### src/design/gwm_pkg.sv
// Shared types and constants for the glob wildcard matcher.
`timescale 1ns / 1ps
`default_nettype none

package gwm_pkg;

    localparam int PATTERN_MAX = 32;

    localparam logic [7:0] STAR_CODE     = 8'd42;
    localparam logic [7:0] QUESTION_CODE = 8'd63;

    typedef enum logic [1:0] {
        FUNC_CLEAR  = 2'd0,
        FUNC_APPEND = 2'd1,
        FUNC_TEXT   = 2'd2,
        FUNC_END    = 2'd3
    } t_func;

    typedef struct packed {
        t_func      func;
        logic [7:0] char_code;
    } t_in_word;

    typedef struct packed {
        logic matched;
        logic pattern_overflow;
    } t_out_word;

    typedef logic [PATTERN_MAX-1:0] t_pat_vec;
    typedef logic [PATTERN_MAX:0]   t_pos_vec;

    // per-position view of the stored pattern for the automaton
    typedef struct packed {
        t_pat_vec star;     // live position holding '*'
        t_pat_vec hit;      // live non-star position that consumes the current byte
        t_pos_vec last;     // one-hot at index pattern_length
        logic     overflow;
    } t_pat_view;

endpackage

`default_nettype wire

### src/design/gwm_pattern_store.sv
// Pattern byte store, length mask, overflow flag and per-position byte compare.
`timescale 1ns / 1ps
`default_nettype none

module gwm_pattern_store (
    input  wire logic               i_clk,
    input  wire logic               i_rst_n,
    input  wire logic               i_clear,
    input  wire logic               i_append,
    input  wire logic [7:0]         i_char,
    output gwm_pkg::t_pat_view      o_view
);

    logic [7:0]        r_pat [gwm_pkg::PATTERN_MAX];
    gwm_pkg::t_pat_vec r_live;
    gwm_pkg::t_pat_vec n_live;
    logic              r_ovf;
    logic              n_ovf;
    logic              full;
    gwm_pkg::t_pos_vec last;

    assign full = r_live[gwm_pkg::PATTERN_MAX-1];
    assign last = {r_live, 1'b1} & ~{1'b0, r_live};

    always_comb begin
        n_live = r_live;
        n_ovf  = r_ovf;
        if (i_clear) begin
            n_live = '0;
            n_ovf  = 1'b0;
        end else if (i_append) begin
            if (full) begin
                n_ovf = 1'b1;
            end else begin
                n_live = {r_live[gwm_pkg::PATTERN_MAX-2:0], 1'b1};
            end
        end
    end

    always_ff @(posedge i_clk) begin
        if (!i_rst_n) begin
            r_live <= '0;
            r_ovf  <= 1'b0;
        end else begin
            r_live <= n_live;
            r_ovf  <= n_ovf;
        end
    end

    always_ff @(posedge i_clk) begin
        for (int i = 0; i < gwm_pkg::PATTERN_MAX; i++) begin
            if (i_append && !i_clear && !full && last[i]) begin
                r_pat[i] <= i_char;
            end
        end
    end

    always_comb begin
        o_view.star     = '0;
        o_view.hit      = '0;
        o_view.last     = last;
        o_view.overflow = r_ovf;
        for (int i = 0; i < gwm_pkg::PATTERN_MAX; i++) begin
            o_view.star[i] = r_live[i] && (r_pat[i] == gwm_pkg::STAR_CODE);
            o_view.hit[i]  = r_live[i] && (r_pat[i] != gwm_pkg::STAR_CODE)
                             && ((r_pat[i] == gwm_pkg::QUESTION_CODE) || (r_pat[i] == i_char));
        end
    end

endmodule

`default_nettype wire

### src/design/gwm_nfa.sv
// Active-position bit vector with star closure and one-byte step.
`timescale 1ns / 1ps
`default_nettype none

module gwm_nfa (
    input  wire logic               i_clk,
    input  wire logic               i_rst_n,
    input  wire logic               i_step,
    input  wire logic               i_restart,
    input  wire gwm_pkg::t_pat_view i_view,
    output logic                    o_matched
);

    localparam gwm_pkg::t_pos_vec START = gwm_pkg::t_pos_vec'(1);

    gwm_pkg::t_pos_vec r_active;
    gwm_pkg::t_pos_vec n_active;
    gwm_pkg::t_pat_vec seed;
    gwm_pkg::t_pos_vec sum;
    gwm_pkg::t_pos_vec carry;
    gwm_pkg::t_pos_vec closed;
    gwm_pkg::t_pos_vec stepped;

    // star runs propagate like a carry chain: carry into i+1 = seed[i] | star[i] & carry[i]
    assign seed    = r_active[gwm_pkg::PATTERN_MAX-1:0] & i_view.star;
    assign sum     = {1'b0, seed} + {1'b0, i_view.star};
    assign carry   = sum ^ {1'b0, seed} ^ {1'b0, i_view.star};
    assign closed  = r_active | carry;
    assign stepped = {1'b0, closed[gwm_pkg::PATTERN_MAX-1:0] & i_view.star}
                   | {closed[gwm_pkg::PATTERN_MAX-1:0] & i_view.hit, 1'b0};

    assign o_matched = |(closed & i_view.last);

    always_comb begin
        n_active = r_active;
        if (i_restart) begin
            n_active = START;
        end else if (i_step) begin
            n_active = stepped;
        end
    end

    always_ff @(posedge i_clk) begin
        if (!i_rst_n) begin
            r_active <= START;
        end else begin
            r_active <= n_active;
        end
    end

endmodule

`default_nettype wire

### src/design/glob_wildcard_matcher.sv
// Top level of the glob wildcard matcher: input register, pattern store, automaton, result register.
//
//  port group   direction  handshake                  word
//  in           slave      i_in_valid / o_in_ready    gwm_pkg::t_in_word  (func, char_code)
//  out          master     o_out_valid / i_out_ready  gwm_pkg::t_out_word (matched, overflow)
//
// One word per cycle unless an end word stalls; results pass the input and result registers.
// The single path is the 33-bit star-closure carry chain plus 32 byte compares.
// Reset clears the pattern, the overflow flag and restarts the automaton; no sweep.
// Only an end-of-text word waits on a full result register; other words never stall.
`timescale 1ns / 1ps
`default_nettype none

module glob_wildcard_matcher (
    input  wire logic               i_clk,
    input  wire logic               i_rst_n,
    input  wire logic               i_in_valid,
    output logic                    o_in_ready,
    input  wire gwm_pkg::t_in_word  i_in_word,
    output logic                    o_out_valid,
    input  wire logic               i_out_ready,
    output gwm_pkg::t_out_word      o_out_word
);

    logic               r_in_valid;
    gwm_pkg::t_in_word  r_in_word;
    logic               r_out_valid;
    gwm_pkg::t_out_word r_out_word;
    logic               out_free;
    logic               advance;
    logic               is_end;
    logic               matched;
    gwm_pkg::t_pat_view view;

    assign is_end     = (r_in_word.func == gwm_pkg::FUNC_END);
    assign out_free   = !r_out_valid || i_out_ready;
    assign advance    = r_in_valid && (!is_end || out_free);
    assign o_in_ready = !r_in_valid || advance;

    always_ff @(posedge i_clk) begin
        if (!i_rst_n) begin
            r_in_valid <= 1'b0;
        end else if (o_in_ready) begin
            r_in_valid <= i_in_valid;
        end
    end

    always_ff @(posedge i_clk) begin
        if (o_in_ready && i_in_valid) begin
            r_in_word <= i_in_word;
        end
    end

    gwm_pattern_store u_store (
        .i_clk    (i_clk),
        .i_rst_n  (i_rst_n),
        .i_clear  (advance && (r_in_word.func == gwm_pkg::FUNC_CLEAR)),
        .i_append (advance && (r_in_word.func == gwm_pkg::FUNC_APPEND)),
        .i_char   (r_in_word.char_code),
        .o_view   (view)
    );

    gwm_nfa u_nfa (
        .i_clk     (i_clk),
        .i_rst_n   (i_rst_n),
        .i_step    (advance && (r_in_word.func == gwm_pkg::FUNC_TEXT)),
        .i_restart (advance && ((r_in_word.func == gwm_pkg::FUNC_CLEAR) || is_end)),
        .i_view    (view),
        .o_matched (matched)
    );

    always_ff @(posedge i_clk) begin
        if (!i_rst_n) begin
            r_out_valid <= 1'b0;
        end else if (advance && is_end) begin
            r_out_valid <= 1'b1;
        end else if (i_out_ready) begin
            r_out_valid <= 1'b0;
        end
    end

    always_ff @(posedge i_clk) begin
        if (advance && is_end) begin
            r_out_word.matched          <= matched;
            r_out_word.pattern_overflow <= view.overflow;
        end
    end

    assign o_out_valid = r_out_valid;
    assign o_out_word  = r_out_word;

    a_out_hold: assert property (@(posedge i_clk) disable iff (!i_rst_n)
        r_out_valid && !i_out_ready |=> r_out_valid && $stable(r_out_word))
        else $error("result word changed while stalled");

    a_stall_cause: assert property (@(posedge i_clk) disable iff (!i_rst_n)
        !o_in_ready |-> r_in_valid && is_end && r_out_valid && !i_out_ready)
        else $error("input stalled without a blocked end word");

    a_end_result: assert property (@(posedge i_clk) disable iff (!i_rst_n)
        advance && is_end |=> r_out_valid)
        else $error("end word produced no result");

    a_no_spurious: assert property (@(posedge i_clk) disable iff (!i_rst_n)
        !r_out_valid && !(advance && is_end) |=> !r_out_valid)
        else $error("result appeared without an end word");

endmodule

`default_nettype wire
### config.mk
export PLATFORM = sky130hd
export DESIGN_NAME = glob_wildcard_matcher
export DESIGN_NICKNAME = d
export VERILOG_FILES = /design/src/design/gwm_pkg.sv /design/src/design/gwm_pattern_store.sv /design/src/design/gwm_nfa.sv /design/src/design/glob_wildcard_matcher.sv
export SDC_FILE = /design/constraint.sdc
export NUM_CORES = 1
export LEC_CHECK = 0
export BUFFER_PORTS_ARGS = -buffer_cell sky130_fd_sc_hd__buf_4
export CAP_MARGIN = 20
export CORE_ASPECT_RATIO = 2
export CORE_MARGIN = 4
export CORE_UTILIZATION = 35
export CTS_CLUSTER_DIAMETER = 40
export DETAILED_ROUTE_END_ITERATION = 7
export HOLD_SLACK_MARGIN = 0.1
export PLACE_DENSITY = 0.51
export SYNTH_ARGS = -nofsm -noshare
export SYNTH_HDL_FRONTEND = slang
export SYNTH_SLANG_ARGS = --single-unit
export TNS_END_PERCENT = 100
### constraint.sdc
create_clock -name i_clk -period 7 [get_ports i_clk]
set_input_delay 1.75 -clock i_clk [delete_from_list [all_inputs] [get_ports i_clk]]
set_output_delay 1.75 -clock i_clk [all_outputs]
set_load 0.02 [all_outputs]
==> results.py, run 1 <==
metrics = {
    "worst_setup_path": {
        "timing.rr.end": "u_nfa.r_active[26]",
        "critPathLaunchType": "input pin",
        "reg2reg_depth": 11,
        "timing.rr.start": "u_store.r_pat[0][26]",
        "r2r_slack_ns": 2.89,
        "critPathCapture": "o_in_ready",
        "path_class": "in -> out",
        "worst_ep_required_time_ns": 5.25,
        "end_kind": "primary output",
        "startpoint": "i_out_ready",
        "path_max_fanout": 4,
        "cp.arrival_ns": 2.37,
    },
    "placement": {
        "dpl_worst_slack_ns": 2.55,
        "dpl_cell_area_sq_mm": 0.0189,
        "dp_hpwl_microns": 38100,
        "gp_congestion": 0.980,
        "placed_cells": 2336,
        "port_buffers": 17,
    },
    "route": {
        "drt_iter0_drc": 931,
        "ant_nets": 0,
        "vias": 13900,
        "route.detailed.drc": 0,
        "wl_met2_microns": 29500,
        "wl_per_cell_microns": 22.5,
        "routed-wl-met3_microns": 1760,
        "top_layer": "met4",
        "dr.pass1.iters": 5,
        "wl_met1_microns": 19400,
        "drt-total-wl_microns": 53900,
        "viasPerCell": 5.78,
    },
    "finish": {
        "fill_cells": 4984,
        "finalNonFillerCells": 2400,
        "design_area_sq_mm": 0.0201,
        "areaGrowthSynthToFinish_pct": 11.4,
        "layout-drive-gt1-share_pct": 7.16,
        "diodes": 0,
        "fin_nets": 1739,
    },
    "timing": {
        "timing.fmax_ghz": 0.243,
        "fin_crit_ns": 4.12,
        "skew_ns": 0.0204,
        "rsz0062_at_grt": "no",
        "report.final.slew_viol_count": 0,
        "fin_crit_sh_pct": 58.8,
        "max_slew_margin_pct": 27.0,
        "hold_ws_ns": 0.439,
        "worst_pin_slew_ns": 1.09,
        "finalSetupTns_ns": 0,
        "setup_slack_ns": 2.88,
        "final_hold_viol_count": 0,
        "setup_viol": 0,
    },
    "grt": {
        "gr-total-overflow": 0,
        "grt_use_total_pct": 19.2,
        "antenna_found_initial": 0,
        "grt_pass1_wl_microns": 82400,
        "grt_pass1_vias": 14400,
        "grt_max_degree": 65,
    },
    "pwr": {
        "seqPwrFrac_pct": 50.9,
        "vdd_drop_max_uv": 227,
        "combPwrFrac_pct": 4.9,
        "internal_power_mw": 3.35,
        "power_frac_clock_pct": 44.2,
        "leakage_nw": 6.11,
        "p_sw_share_pct": 21.7,
        "power_switching_mw": 0.929,
        "power.density_mw_per_mm2": 213,
    },
    "synth": {
        "syn_area_sq_mm": 0.0180,
        "synth-simple-area-share_pct": 20.7,
        "synth-edff-count": 268,
        "synth_top_family_by_area": "simple AND/OR/NAND/NOR gates",
        "synthAdderAreaFrac_pct": 0.278,
        "async_flop_share_pct": 0,
        "ys_seq_area_share_pct": 52.2,
        "syn_nets": 1733,
        "synthFlopType": "edfxtp_1",
        "synth-xor-area-share_pct": 12.4,
        "ys_types": 86,
        "synth_compound_area_share_pct": 12.0,
        "synthCells": 1715,
        "synthMuxAreaShare_pct": 0,
        "yosys_warnings": 0,
        "synth_area_per_cell_sq_um": 10.5,
        "ys_seq_elements": 336,
    },
    "die": {
        "die_area_sq_mm": 0.0554,
        "die_y_microns": 329,
        "num_io_pins": 18,
        "die_w_microns": 168,
        "rows": 117,
        "start_util_pct": 35.4,
        "core_area_sq_mm": 0.0509,
    },
    "clocking": {
        "cts_tree": "done",
        "cts_setup_buffers": 0,
        "clockRootBuffer": "clkbuf_16",
        "numCtsBuffers": 34,
        "clock_sinks": 336,
        "hold_buffers": 0,
        "clock_path_buffers": 3,
        "ctsResizeCount": 0,
        "cts.clk_slew.worst_paths_ns": 0.06,
        "clk_latency_ns": 0.54,
        "htree_num_levels": 2,
    },
    "outcome": {
        "status": "completed",
    },
    "hold_path": {
        "min_path_type": "reg -> reg",
    },
    "run": {
        "cap_violations": 0,
    },
}
-- cell usage after synthesis (all sizes together), types with 22 or more instances --
cell | n | area, sq um
o21ai | 58 | 294
edfxtp | 268 | 8050
nand4 | 79 | 494
dfxtp | 68 | 1360
nand3 | 49 | 245
a21oi | 88 | 440
nor4 | 55 | 365
xor2 | 64 | 561
nor2 | 141 | 529
nor2b | 32 | 200
and3 | 34 | 213
clkbuf | 58 | 218
inv | 33 | 124
xnor2 | 192 | 1680
nor3 | 38 | 201
nand2b | 22 | 138
nand2 | 148 | 556
-- layout make-up --
type,instances,area [sq um],area share (%)
clock buffers,48,955,4.76
clock inverters,13,203,1.01
multi-input cells,1273,8200,40.9
well taps,654,818,4.08
flip-flops and latches,336,9410,46.9
repair buffers,42,355,1.77
inverters,34,128,0.636
-- layout by cell type (no fill, tap or decap), drive strengths merged, types with 55 or more instances in the layout --
cell type,instances
o21ai,58
nand4,79
dfxtp,68
edfxtp,268
xor2,64
xnor2,192
nor2,141
nand2,148
a21oi,88
nor4,55
-- worst min path at each step --
stage | from | to | slack, ns | cells past startpoint
CTS | u_store.r_ovf | o_out_word[0] | 0.44 | 0
detailed placement | u_store.r_ovf | o_out_word[0] | 0.42 | 0
global placement | u_store.r_ovf | o_out_word[0] | 0.43 | 0
floorplan | u_store.r_ovf | o_out_word[0] | 0.41 | 0
global route | u_store.r_ovf | o_out_word[0] | 0.47 | 0
finish | u_store.r_ovf | o_out_word[0] | 0.44 | 0
-- state kept, by name (all words and copies together), names as in the netlist --
name,flops
u_store.r_pat,256
u_nfa.r_active,33
u_store.r_live,32
r_in_word,10
o_out_word,2
o_out_valid,1
r_in_valid,1
u_store.r_ovf,1
-- power groups by stage --
stage | registers (mW) | logic [mW] | clock network, mW
4_1_cts | 2.17 | 0.214 | 1.94
3_5_place_dp | 2.22 | 0.214 | 0
6_report | 2.17 | 0.210 | 1.89
2_1_floorplan | 2.22 | 0.130 | 0
5_1_grt | 2.17 | 0.229 | 2.00
3_3_place_gp | 2.22 | 0.209 | 0
-- cells by family after synthesis --
group	Yosys count
adder cells (fa/ha/maj)	4
XOR/XNOR	256
AO/OA/AOI/OAI	316
buffers and inverters	106
flip-flops	336
AND/OR/NAND/NOR	697
-- metal layers --
metal,up-vias,global-route usage (%)
met2,410,37.1
met3,177,1.97
met1,6827,19.5
met4,0,11.3
li1,6459,-
met5,-,0
-- metrics by stage --
stage | power [mW] | utilization, %
after floorplan | 2.35 | -
after global placement | 2.43 | 37.0
after detailed placement | 2.43 | 37.1
after CTS | 4.32 | 39.4
after global routing | 4.41 | 39.4
final | 4.28 | 39.4
-- worst max-delay path, cell delays in order --
cell and delay [ns]:
buf_4 0.11, nor2b_1 0.21, nand3_1 0.13, buf_4 0.17
Note: power is estimated with default switching activity, not from simulation.
==> run 2, diff against run 1 <==
PLACE_DENSITY = 0.53   (was 0.51)
clock period = 3.58 ns   (was 7 ns; I/O delays follow)
==> results.py, run 2 (synthesis results as in run 1) <==
metrics = {
    "outcome": {
        "status": "completed",
    },
    "clocking": {
        "clk_latency_ns": 0.55,
        "numCtsBuffers": 36,
        "cts_tree": "done",
        "cts.clk_slew.worst_paths_ns": 0.07,
        "htree_num_levels": 2,
        "hold_buffers": 0,
        "clockRootBuffer": "clkbuf_16",
        "clock_sinks": 336,
        "clock_path_buffers": 3,
    },
    "pwr": {
        "power_switching_mw": 1.98,
        "internal_power_mw": 6.56,
        "combPwrFrac_pct": 5.4,
        "power_frac_clock_pct": 44.9,
        "p_sw_share_pct": 23.2,
        "power.density_mw_per_mm2": 393,
        "leakage_nw": 7.14,
        "vdd_drop_max_uv": 411,
        "seqPwrFrac_pct": 49.7,
    },
    "timing": {
        "skew_ns": 0.0221,
        "report.final.slew_viol_count": 0,
        "final_hold_viol_count": 0,
        "fin_crit_sh_pct": 99.9,
        "rsz0062_at_grt": "yes",
        "setup_viol": 0,
        "setup_slack_ns": 0.00332,
        "max_slew_margin_pct": 37.8,
        "worst_pin_slew_ns": 0.934,
        "fin_crit_ns": 3.58,
        "timing.fmax_ghz": 0.280,
    },
    "route": {
        "drt-total-wl_microns": 56500,
        "ant_nets": 0,
        "route.detailed.drc": 0,
        "dr.pass1.iters": 7,
        "viasPerCell": 5.66,
        "drt_iter0_drc": 801,
        "vias": 14600,
        "wl_per_cell_microns": 21.9,
    },
    "run": {
        "cap_violations": 0,
    },
    "placement": {
        "dpl_worst_slack_ns": -0.0658,
        "port_buffers": 17,
        "dpl_cell_area_sq_mm": 0.0203,
        "dp_hpwl_microns": 41300,
        "gp_congestion": 0.967,
    },
    "die": {
        "num_io_pins": 18,
        "core_area_sq_mm": 0.0509,
        "die_y_microns": 329,
        "rows": 117,
        "die_area_sq_mm": 0.0554,
        "start_util_pct": 35.4,
        "die_w_microns": 168,
    },
    "worst_setup_path": {
        "r2r_slack_ns": 0.003,
        "critPathLaunchType": "flop",
        "path_class": "reg -> reg",
        "end_kind": "flop",
        "path_max_fanout": 5,
        "cp.arrival_ns": 3.98,
        "worst_ep_required_time_ns": 3.99,
    },
    "grt": {
        "grt_pass1_wl_microns": 86400,
        "gr-total-overflow": 0,
        "grt_use_total_pct": 20.0,
        "grt_pass1_vias": 15100,
        "antenna_found_initial": 0,
        "grt_max_degree": 65,
    },
    "finish": {
        "final_util_pct": 42.7,
        "fin_nets": 1920,
        "diodes": 0,
        "areaGrowthSynthToFinish_pct": 20.7,
        "fill_cells": 4889,
        "multi_input_area_sq_mm": 0.00837,
        "top_register": "u_store.r_pat",
        "top_regs": "u_store.r_pat x256, u_nfa.r_active x33, u_store.r_live x32",
        "regArea_sq_mm": 0.00941,
        "largest_reg_flops": 256,
        "layout-drive-gt1-share_pct": 17.2,
        "final_common_cell": "edfxtp_1",
        "final_cell_mix": "edfxtp_1, buf_4, xnor2_1",
        "design_area_sq_mm": 0.0217,
    },
    "hold_path": {
        "min_path_type": "reg -> reg",
    },
}
-- run 2: through the flow --
stage	setup TNS, ns	power [mW]	std cells	hold slack (ns)
2_1_floorplan	0	4.60	1715	0.409
3_5_place_dp	-0.154	4.79	2508	0.470
3_3_place_gp	-0.0217	4.79	2508	0.462
5_1_grt	-0.424	8.80	2584	0.495
6_report	0	8.54	2584	0.481
4_1_cts	0	8.64	2574	0.480
-- run 2: power by group through the flow --
stage,Clock (mW),Sequential (mW),Combinational [mW]
detailed placement,0,4.33,0.464
global placement,0,4.33,0.457
CTS,3.93,4.24,0.466
finish,3.84,4.24,0.460
global route,4.06,4.24,0.499
floorplan,0,4.34,0.253
-- run 2: final cells by class --
cell class                      instances  share of cell area (%)
Clock buffer                           41                    4.33
Clock inverter                         25                    1.22
Inverter                               34                   0.587
Multi-Input combinational cell       1273                    38.5
Sequential cell                       336                    43.3
Tap cell                              654                    3.76
Timing Repair Buffer                  221                    8.32
-- run 2: critical path, cell delays in order (launching register included) --
cell and delay [ns]:
edfxtp_1 0.39, or4_4 0.56, or4b_4 0.60, nor3_4 0.19
a211oi_2 0.10, o41ai_2 0.41, a211oi_2 0.19, o21bai_2 0.24
buf_4 0.17, a21oi_1 0.09, nor2_1 0.27, a21oi_1 0.10
nand4_1 0.11
-- run 2: path summary, 6_finish.rpt --
check	startpoint	to	depth (start not counted)
hold reg to reg	u_nfa.r_active[0]	u_nfa.r_active[0]	2
setup reg to reg	u_store.r_pat[0][26]	o_out_word[1]	12
setup / recovery	u_store.r_pat[0][26]	o_out_word[1]	12
hold / removal	u_nfa.r_active[0]	u_nfa.r_active[0]	2
-- run 2: routing by layer --
layer | vias up | GRT usage, % | wire [microns]
met5 | - | 0 | 0
met4 | 0 | 11.9 | 3710
met3 | 190 | 2.20 | 2060
met2 | 398 | 39.2 | 31100
met1 | 7223 | 19.8 | 19700
li1 | 6816 | - | -
-- run 2: timing repair --
action / 4_1_cts / 5_1_grt
endpoints found under the setup margin: 9 / 9
pin swaps: 2 / 22
buffers inserted: 0 / 10
resized for setup: 3 / 27
